--- src/hw/rtl/cpe_pkg.sv ---
// Shared types and constants for the Chebyshev polynomial evaluation unit.
// No dependencies; imported by the controller, the datapath and the top level.
package cpe_pkg;

   localparam int XW = 18;   // sample width
   localparam int VW = 32;   // result width
   localparam int OW = 6;    // degree width
   localparam int PW = XW + VW + 1;   // width of 2*x*T(k-1)

   typedef enum logic [3:0] {
      ST_IDLE = 4'b0001,
      ST_EMIT = 4'b0010,
      ST_MUL  = 4'b0100,
      ST_CALC = 4'b1000
   } state_type;

   typedef struct packed {
      logic          load;     // take a new sample, set T0
      logic          step_x;   // set T1 = x
      logic          mul;      // register 2*x*T(k-1)
      logic          calc;     // form Tk from the product
      logic          emit;     // move the current value to the result register
      logic [OW-1:0] order;
      logic          last;
   } cmd_type;

endpackage

--- src/hw/rtl/cpe_ctrl.sv ---
// Sequencer for the Chebyshev evaluation unit: request/result handshake,
// degree counter and datapath commands. Depends on cpe_pkg.
module cpe_ctrl
   import cpe_pkg::*;
(
   input  logic          clock,
   input  logic          reset,
   input  logic          req_valid,
   output logic          req_stall,
   output logic          rsp_valid,
   input  logic          rsp_stall,
   input  logic [OW-1:0] degree,
   output cmd_type       cmd
);

   state_type     state_ff, state_in;
   logic [OW-1:0] k_ff, k_in;
   logic          rsp_valid_ff, rsp_valid_in;
   logic          accept, out_free, emit, is_last;

   assign req_stall = (state_ff != ST_IDLE);
   assign accept    = req_valid && (state_ff == ST_IDLE);
   assign out_free  = !rsp_valid_ff || !rsp_stall;
   assign emit      = (state_ff == ST_EMIT) && out_free;
   assign is_last   = (k_ff == degree);
   assign rsp_valid = rsp_valid_ff;

   always_comb begin
      cmd.load   = accept;
      cmd.step_x = emit && !is_last && (k_ff == '0);
      cmd.mul    = (state_ff == ST_MUL);
      cmd.calc   = (state_ff == ST_CALC);
      cmd.emit   = emit;
      cmd.order  = k_ff;
      cmd.last   = is_last;
   end

   always_comb begin
      state_in     = state_ff;
      k_in         = k_ff;
      rsp_valid_in = rsp_valid_ff;
      if (!rsp_stall) begin
         rsp_valid_in = 1'b0;
      end
      case (state_ff)
         ST_IDLE: begin
            if (accept) begin
               k_in     = '0;
               state_in = ST_EMIT;
            end
         end
         ST_EMIT: begin
            if (emit) begin
               rsp_valid_in = 1'b1;
               if (is_last) begin
                  state_in = ST_IDLE;
               end else begin
                  k_in = k_ff + 1'b1;
                  // T1 is the sample itself, no multiply needed
                  state_in = (k_ff == '0) ? ST_EMIT : ST_MUL;
               end
            end
         end
         ST_MUL:  state_in = ST_CALC;
         ST_CALC: state_in = ST_EMIT;
         default: state_in = ST_IDLE;
      endcase
   end

   always_ff @(posedge clock) begin
      if (reset) begin
         state_ff     <= ST_IDLE;
         k_ff         <= '0;
         rsp_valid_ff <= 1'b0;
      end else begin
         state_ff     <= state_in;
         k_ff         <= k_in;
         rsp_valid_ff <= rsp_valid_in;
      end
   end

   a_emit_valid: assert property (@(posedge clock) disable iff (reset)
      emit |=> rsp_valid_ff)
      else $error("result register not marked valid after emit");

   a_mul_calc: assert property (@(posedge clock) disable iff (reset)
      (state_ff == ST_MUL) |=> (state_ff == ST_CALC))
      else $error("multiply not followed by calc");

   a_k_bound: assert property (@(posedge clock) disable iff (reset)
      (state_ff != ST_IDLE) |-> (k_ff <= degree))
      else $error("degree counter past configured degree");

   a_accept_start: assert property (@(posedge clock) disable iff (reset)
      accept |=> (state_ff == ST_EMIT) && (k_ff == '0))
      else $error("new request did not restart at T0");

endmodule

--- src/hw/rtl/cpe_datapath.sv ---
// Recurrence datapath: sample hold, T(k-1)/T(k-2) registers, multiplier,
// saturating subtract and result register. Depends on cpe_pkg.
module cpe_datapath
   import cpe_pkg::*;
#(
   parameter int FRAC_BITS = 16
)
(
   input  logic                 clock,
   input  cmd_type              cmd,
   input  logic signed [XW-1:0] req_x,
   output logic signed [VW-1:0] rsp_value,
   output logic [OW-1:0]        rsp_order,
   output logic                 rsp_last,
   output logic                 rsp_saturated
);

   localparam logic [VW-1:0] One = VW'(64'd1 << FRAC_BITS);

   logic signed [XW-1:0]   point_ff, point_in;
   logic signed [VW-1:0]   prev_ff, prev_in;
   logic signed [VW-1:0]   prev_prev_ff, prev_prev_in;
   logic [PW-1:0]          prod_ff, prod_in;
   logic                   sat_ff, sat_in;
   logic signed [VW-1:0]   value_ff;
   logic [OW-1:0]          order_ff;
   logic                   last_ff, rsp_sat_ff;

   logic signed [PW-2:0]   mult;
   logic signed [PW:0]     wide, shifted, pp_ext, diff;
   logic                   over_hi, over_lo;
   logic [VW-1:0]          clipped;

   assign mult    = point_ff * prev_ff;
   assign wide    = {prod_ff[PW-1], prod_ff};
   assign shifted = wide >>> FRAC_BITS;
   assign pp_ext  = {{(PW+1-VW){prev_prev_ff[VW-1]}}, prev_prev_ff};
   assign diff    = shifted - pp_ext;
   // out of range when the bits above the 32-bit sign differ from it
   assign over_hi = !diff[PW] && (diff[PW-1:VW-1] != '0);
   assign over_lo = diff[PW] && (diff[PW-1:VW-1] != '1);

   always_comb begin
      if (over_hi) begin
         clipped = {1'b0, {(VW-1){1'b1}}};
      end else if (over_lo) begin
         clipped = {1'b1, {(VW-1){1'b0}}};
      end else begin
         clipped = diff[VW-1:0];
      end
   end

   always_comb begin
      point_in     = point_ff;
      prev_in      = prev_ff;
      prev_prev_in = prev_prev_ff;
      prod_in      = prod_ff;
      sat_in       = sat_ff;
      if (cmd.load) begin
         point_in     = req_x;
         prev_in      = One;
         prev_prev_in = '0;
         sat_in       = 1'b0;
      end else if (cmd.step_x) begin
         prev_prev_in = prev_ff;
         prev_in      = {{(VW-XW){point_ff[XW-1]}}, point_ff};
         sat_in       = 1'b0;
      end else if (cmd.mul) begin
         prod_in = {mult, 1'b0};
      end else if (cmd.calc) begin
         prev_prev_in = prev_ff;
         prev_in      = clipped;
         sat_in       = over_hi || over_lo;
      end
   end

   always_ff @(posedge clock) begin
      point_ff     <= point_in;
      prev_ff      <= prev_in;
      prev_prev_ff <= prev_prev_in;
      prod_ff      <= prod_in;
      sat_ff       <= sat_in;
      if (cmd.emit) begin
         value_ff   <= prev_ff;
         order_ff   <= cmd.order;
         last_ff    <= cmd.last;
         rsp_sat_ff <= sat_ff;
      end
   end

   assign rsp_value     = value_ff;
   assign rsp_order     = order_ff;
   assign rsp_last      = last_ff;
   assign rsp_saturated = rsp_sat_ff;

endmodule

--- src/hw/rtl/chebyshev_polynomial_eval_unit.sv ---
// Chebyshev polynomial evaluation unit, first kind, fixed point.
// Top level: degree register, controller and datapath. Depends on cpe_pkg.
//
// Usage:
//  - Request channel (req_valid/req_stall, req_x): one sample x, signed with
//    FRAC_BITS fraction bits. A request is taken only while the unit is idle.
//  - Result channel (rsp_valid/rsp_stall): T0(x) .. TD(x) in ascending order,
//    each with its degree on rsp_order, rsp_last on TD and rsp_saturated when
//    the value was clipped to the 32-bit limits. D is csr_wdata as last
//    written with csr_we, clamped to MAX_ORDER; reset value 7.
//  - Timing: once a request is taken the sequencer enters its emit state,
//    which loads T0 into the result register; T1 is the sample itself, and
//    every further value passes through multiply, subtract/saturate and load
//    result register, paced by the single multiplier of the recurrence. The
//    next request is taken once TD is in the result register.
//  - A stalled result holds its register and the sequencer waits on it.
//  - Reset clears the sequencer and result valid and sets the degree to 7.
module chebyshev_polynomial_eval_unit
   import cpe_pkg::*;
#(
   parameter int MAX_ORDER = 63,
   parameter int FRAC_BITS = 16
)
(
   input  logic                 clock,
   input  logic                 reset,
   input  logic                 req_valid,
   output logic                 req_stall,
   input  logic signed [XW-1:0] req_x,
   output logic                 rsp_valid,
   input  logic                 rsp_stall,
   output logic signed [VW-1:0] rsp_value,
   output logic [OW-1:0]        rsp_order,
   output logic                 rsp_last,
   output logic                 rsp_saturated,
   input  logic                 csr_we,
   input  logic [OW-1:0]        csr_wdata
);

   localparam logic [OW-1:0] MaxOrderC = OW'(MAX_ORDER);
   localparam logic [OW-1:0] DegreeReset = OW'(7);

   logic [OW-1:0] degree_ff, degree_in;
   logic [OW-1:0] degree_eff;
   cmd_type       cmd;

   assign degree_in  = csr_we ? csr_wdata : degree_ff;
   assign degree_eff = (degree_ff > MaxOrderC) ? MaxOrderC : degree_ff;

   always_ff @(posedge clock) begin
      if (reset) begin
         degree_ff <= DegreeReset;
      end else begin
         degree_ff <= degree_in;
      end
   end

   cpe_ctrl u_ctrl (
      .clock     (clock),
      .reset     (reset),
      .req_valid (req_valid),
      .req_stall (req_stall),
      .rsp_valid (rsp_valid),
      .rsp_stall (rsp_stall),
      .degree    (degree_eff),
      .cmd       (cmd)
   );

   cpe_datapath #(
      .FRAC_BITS (FRAC_BITS)
   ) u_datapath (
      .clock         (clock),
      .cmd           (cmd),
      .req_x         (req_x),
      .rsp_value     (rsp_value),
      .rsp_order     (rsp_order),
      .rsp_last      (rsp_last),
      .rsp_saturated (rsp_saturated)
   );

endmodule
--- config.mk ---
export PLATFORM = sky130hd
export DESIGN_NAME = chebyshev_polynomial_eval_unit
export DESIGN_NICKNAME = d
export VERILOG_FILES = /design/src/hw/rtl/cpe_pkg.sv /design/src/hw/rtl/cpe_ctrl.sv /design/src/hw/rtl/cpe_datapath.sv /design/src/hw/rtl/chebyshev_polynomial_eval_unit.sv
export SDC_FILE = /design/constraint.sdc
export NUM_CORES = 2
export LEC_CHECK = 0
export BUFFER_PORTS_ARGS = -buffer_cell sky130_fd_sc_hd__buf_2
export CORE_ASPECT_RATIO = 0.8
export CORE_MARGIN = 2
export CORE_UTILIZATION = 34
export CTS_CLUSTER_SIZE = 8
export DETAILED_ROUTE_END_ITERATION = 10
export PLACE_DENSITY_LB_ADDON = 0.3
export SLEW_MARGIN = 20
export SYNTH_ARGS = -nofsm -noshare
export SYNTH_HDL_FRONTEND = slang
export SYNTH_SLANG_ARGS = --single-unit
--- constraint.sdc ---
create_clock -name clock -period 8.35 [get_ports clock]
set_input_delay 1.67 -clock clock [delete_from_list [all_inputs] [get_ports clock]]
set_output_delay 1.67 -clock clock [all_outputs]
set_load 0.01 [all_outputs]
After elaboration in Yosys (flattened, before gate mapping)
Cells that the tools add are included.
W data, S select, Z words.
{"block": "totals", "rom_bits": 0, "reg_bits": 190, "output_inout_bits": 42, "ramBits": 0, "wordCells": 74, "latch_bits": 0, "mem_count": 0, "input_bits": 29}
{"block": "classes", "mux": 21, "n_lt_le_gt_ge": 1, "div": 0, "shift": 0, "multipliers": 1, "n_reduce_logical": 22, "bitwise": 3, "n_addsub": 2, "eq_ne": 11}
{"cell": "$mux W32", "count": 8}
{"cell": "$mul A18 B32 Y50", "count": 1}
{"cell": "$sub A35 B32 Y36", "count": 1}
{"cell": "$mux W6", "count": 4}
{"cell": "$ne A20 B20 Y1 const B", "count": 1}
{"cell": "$reduce_bool A20 Y1", "count": 1}
{"cell": "$pmux W4 S4", "count": 1}
{"cell": "$mux W4", "count": 3}
{"cell": "$pmux W6 S2", "count": 1}
{"cell": "$add A6 B1 Y6 const B", "count": 1}
{"cell": "$eq A6 B6 Y1", "count": 1}
{"cell": "$gt A6 B6 Y1 const B", "count": 1}
{"cell": "$logic_and A1 B1 Y1", "count": 6}
{"cell": "$logic_not A6 Y1", "count": 1}
{"cell": "$ne A2 B1 Y1 const B", "count": 3}
{"cell": "$reduce_and A2 Y1", "count": 3}
{"cell": "$eq A4 B1 Y1 const B", "count": 1}
{"cell": "$eq A4 B2 Y1 const B", "count": 1}
{"cell": "$eq A4 B3 Y1 const B", "count": 1}
{"cell": "$eq A4 B4 Y1 const B", "count": 1}
{"cell": "$logic_not A1 Y1", "count": 4}
{"cell": "$ne A4 B1 Y1 const B", "count": 1}
{"cell": "$reduce_and A4 Y1", "count": 1}
{"cell": "$reduce_bool A2 Y1", "count": 2}
{"cell": "7 further kinds", "count": 12}

Logic depth before layout (Yosys ltp)
{"block": "depth", "depth_word": 8, "depth_mapped": 27, "depth_no_buf": 25}

Cells and area by module
Synthesis repeated with hierarchy kept, for this count alone.
{"block": "unflattened", "hier_cells": 2971, "area_unflattened_um2": 27736.6}
{"mod": "cpe_datapath", "cells_per_inst": 2861, "area_each_um2": 26764.4, "n_inst": 1, "seq_area_each_um2": 4093.9}
{"mod": "cpe_ctrl", "cells_per_inst": 85, "area_each_um2": 724.4, "n_inst": 1, "seq_area_each_um2": 220.2}
{"mod": "chebyshev_polynomial_eval_unit", "cells_per_inst": 25, "area_each_um2": 247.7, "n_inst": 1, "seq_area_each_um2": 120.1}

Worst setup path after synthesis
Ideal clock, no wire load.
{"block": "synth_timing", "path_type": "flip-flop to flip-flop", "from": "register u_datapath.prev_ff[31]", "to": "register u_datapath.prod_ff[49] (data pin)", "setup_ps": 265, "path_buffers": 2, "required_time_ps": 8085, "stages_incl_launch_ff": 25, "slack_ps": 1780, "t_arrival_ps": 6305, "synth_period_minus_slack_ps": 6570, "cell_sequence": "dfxtp_1 -> clkbuf_1 -> clkbuf_1 -> and2_1 -> fa_1 -> fa_1 -> ha_1 -> inv_1 -> fa_1 -> inv_1 -> fa_1 -> inv_1 -> fa_1 -> inv_1 -> ha_1 -> a21oi_1 -> o21bai_1 -> a21o_1 -> a21o_1 -> a21o_1 -> or3_1 -> o211a_1 -> nor2_1 -> o21ai_0 -> xor2_1"}
{"block": "synth_between", "elab_chain_cells": 1}
{"item": "start: declaration", "line": "cpe_datapath.sv:21", "text": "logic signed [VW-1:0] prev_ff, prev_in;"}
{"item": "start signal: assignment", "line": "cpe_datapath.sv:79", "text": "prev_ff <= prev_in;"}
{"item": "$mul A18 B32 Y50", "line": "cpe_datapath.sv:34", "text": "assign mult = point_ff * prev_ff;"}
{"item": "via u_datapath.mult[48]", "line": "cpe_datapath.sv:29", "text": "logic signed [PW-2:0] mult;"}
{"item": "end signal: assignment", "line": "cpe_datapath.sv:81", "text": "prod_ff <= prod_in;"}
{"item": "end: declaration", "line": "cpe_datapath.sv:23", "text": "logic [PW-1:0] prod_ff, prod_in;"}
The timed path passes the listed nets, and every way through them passes these cells.
A chain may end at the register's enable or synchronous reset.

Final worst setup path
{"block": "layout_timing", "from": "register u_datapath.point_ff[6]", "to": "register u_datapath.prod_ff[32] (data pin)"}
{"block": "layout_between", "elab_chain_cells": 1}
{"item": "start: declaration", "line": "cpe_datapath.sv:20", "text": "logic signed [XW-1:0] point_ff, point_in;"}
{"item": "start signal: assignment", "line": "cpe_datapath.sv:78", "text": "point_ff <= point_in;"}
{"item": "$mul A18 B32 Y50", "line": "cpe_datapath.sv:34"}
{"item": "via u_datapath.mult[31]", "line": "cpe_datapath.sv:29"}
The timed path passes the listed nets, and every way through them passes these cells.

==> flow_summary_export.csv <==
group,metric,value,unit
clocking,worstSkewPairLatency,0.47,ns
layout,layout_common_cells,"inv_1 (652), fa_1 (553), nand2_1 (467)",
critical_path,cpPeakStageDelay,1.02,ns
synth,synthTopCellsByArea,"fa_1 (40%), edfxtp_1 (10%), inv_1 (8.9%)",
critical_path,worstSetupEndpointType,"flip-flop",
sta,fin_skew,0.0164,ns
die,num_rows,93,
worst_hold_path,hold_path.class,"flip-flop to flip-flop",
global_route,antenna_found_initial,3,
die,die-area,82900,sq um
layout,regArea,4430,sq um
clocking,clock-sinks,175,
pwr,powerDensity,117,nW/um^2
critical_path,path_common_cell,"fa_1",
clocking,clk_path_buf_depth,2,
route,first_pass_iters,5,
place,hpwl,60600,um
die,die_w,321,um
die,core,80200,sq um
route,wl,74900,um
clocking,ctsHoldBuffers,0,
layout,diodes,0,
layout,nets,3722,
global_route,grt_pass1_vias,20412,
route,postRouteAntennaNets,0,
synth,yosysUniqueCellTypes,70,
clocking,clock-root-buffer,"clkbuf_16",
clocking,htreeDepth,4,
critical_path,r2r_start,"u_datapath.point_ff[6]",
pwr,p_leak,13.7,nW
synth,synth-seq-area-share,16.2,%
clocking,cts_tree,"done",
critical_path,cpMaxStageDelayCell,"edfxtp_1",
die,initial_utilization,34.2,%
layout,multi_input_area,20000,sq um
sta,setup_violations,0,
sta,setup_tns,0,ns
die,die_y,258,um
critical_path,path_class,"flip-flop to flip-flop",
worst_hold_path,hold_start,"u_datapath.sat_ff",
layout,drive_above_1_share,6.87,%
sta,finalHoldViolations,0,
global_route,grtUsageTotal,18.8,%
layout,fill_cells,8111,
sta,finalCritPeriodShare,91.7,%
critical_path,worstPathRequired,8.55,ns
sta,clock.fmax,131,MHz
route,via_per_inst,4.85,
die,io_pins,71,
synth,synth_area,27400,sq um
clocking,cts_setup_buffers,0,
clocking,cts_resized,0,
sta,max-slew-margin-rel,25.4,%
sta,drv_slew,0,
critical_path,critPathLaunch,"u_datapath.point_ff[6]",
critical_path,crit_path_max_fanout,21,
pwr,vdd_drop_max,141,uV
synth,synth_nets,3704,
global_route,grt-ovfl-total,0,
critical_path,cp.arrival,7.85,ns
synth,syn_avg_cell_area,9.23,sq um
route,drc,0,
flow_run,cap_violations,0,
sta,rsz0062_at_grt,"false",
layout,area_delta_synth_final,8.51,%
synth,yosysTopAreaCellShare,40.4,%
synth,ys_warn_count,0,
place,port_buffers,70,
critical_path,setup.worst_path.start_class,"flip-flop",
synth,synth_edf_count,93,
critical_path,cp_cell_sequence,"buf_4, and2_1, fa_1, inv_1, fa_1, fa_1, inv_1, fa_1, fa_1, inv_1, fa_1, inv_1, ha_1, a211oi_1, o21ai_0, a211oi_1, a211oi_1, buf_4, a311o_1, a21oi_1, o21a_1, nand2_1, a21oi_1, xnor2_1",
synth,ys_seq_elements,175,
status,status,"finished, final reports clean",
route,drt_iter0_markers,1459,
synth,syn_inst,2969,
global_route,grt_first_pass_wirelength,120000,um
route,vias,19620,
place,pre_cts_ws,0.723,ns
pwr,total_power,0.00347,W
critical_path,cp_num_buf_inv,6,
critical_path,cp_top_family,"adder cells",
sta,worst_pin_slew,1.12,ns
layout,final_common_cell,"inv_1",
sta,layout_setup_ws,0.697,ns
clocking,clk_pin_slew_worst_paths,0.08,ns
synth,async_flop_share,0,%
synth,synthFlopType,"edfxtp_1",
synth,yosysTopAreaCell,"fa_1",
global_route,grt_max_degree,59,
clocking,numCtsBuffers,17,
place,gp_congestion,0.890,
route,wl_per_cell,18.5,um
sta,layout_min_cycle_time,7.65,ns
[cell usage after synthesis (4+ instances only)]
library cell and n:
o21ai_0 64, nand2_1 467, nor2_1 89, and3_1 10, a31oi_1 16, a21oi_1 100
ha_1 153, nor2b_1 17, nor3_1 14, and2_1 223, o211ai_1 5, edfxtp_1 93
xor2_1 35, xnor2_1 49, dfxtp_1 82, clkbuf_1 143, nand4_1 12, a211oi_1 32
fa_1 553, a21o_1 27, a31o_2 4, o211a_1 4, inv_1 652, a211o_1 4
a22o_1 11, mux2i_1 5, nand3_1 14, nand2b_1 12, o21bai_1 10, or3_1 5
[through the flow]
stage	cell area, sq um	util, %	cells	hold slack (ns)
2_1_floorplan	27400	-	2969	0.403
3_3_place_gp	29100	36.3	4012	0.419
3_5_place_dp	29100	36.3	4012	0.423
4_1_cts	29700	37.1	4044	0.446
5_1_grt	29700	37.1	4045	0.463
6_report	29700	37.1	4045	0.442
[power by group]
group	internal (W)	switching (W)	total (W)	leakage, nW
clock network	0.000421	0.000432	0.000853	0.297
logic	0.000634	0.000933	0.00157	11.9
registers	0.000981	0.0000645	0.00105	1.48
[cells by family after synthesis]
| logic type | Yosys count | share of synthesized area [%] |
|---|---|---|
| XOR/XNOR | 84 | 2.68 |
| AO/OA/AOI/OAI | 317 | 7.57 |
| multiplexers | 5 | 0.183 |
| AND/OR/NAND/NOR | 877 | 14.9 |
| buffers and inverters | 805 | 11.1 |
| flip-flops | 175 | 16.2 |
| adder cells (fa/ha/maj) | 706 | 47.4 |
[routing by layer]
metal	wire length (um)	part of all wire, %	GRT usage (%)	vias up
met1	34800	47	27.4	9957
li1	-	-	-	8987
met3	5870	7.8	4.12	65
met5	13	0.017	0	-
met2	33000	44	28.9	609
met4	1140	1.5	3.50	2
[state kept, by name, indices dropped and copies added (netlist names)]
register	cells
u_datapath.rsp_saturated	1
u_ctrl.state_ff	4
u_datapath.rsp_value	32
u_ctrl.k_ff	6
u_datapath.sat_ff	1
u_datapath.prev_prev_ff	32
degree_ff	6
u_datapath.rsp_last	1
u_ctrl.rsp_valid	1
u_datapath.rsp_order	6
u_datapath.prev_ff	32
u_datapath.point_ff	18
u_datapath.prod_ff	35
[cell type report]
type	instances	share of cell area, %
inverter	654	8.26
timing repair buffer	150	3.22
tap	1045	4.40
multi-input combinational	1989	67.2
clock inverter	14	0.530
clock buffer	18	1.51
sequential	175	14.9
[path summary, 6_finish.rpt]
check                                   to  slack, ns  cells after the start
setup / recovery    u_datapath.prod_ff[32]       0.70                     24
hold / removal    u_datapath.rsp_saturated       0.44                      0
setup reg to reg    u_datapath.prod_ff[32]       0.70                     24
hold reg to reg   u_datapath.rsp_saturated       0.44                      0
Power figures use the tool's default switching activity.
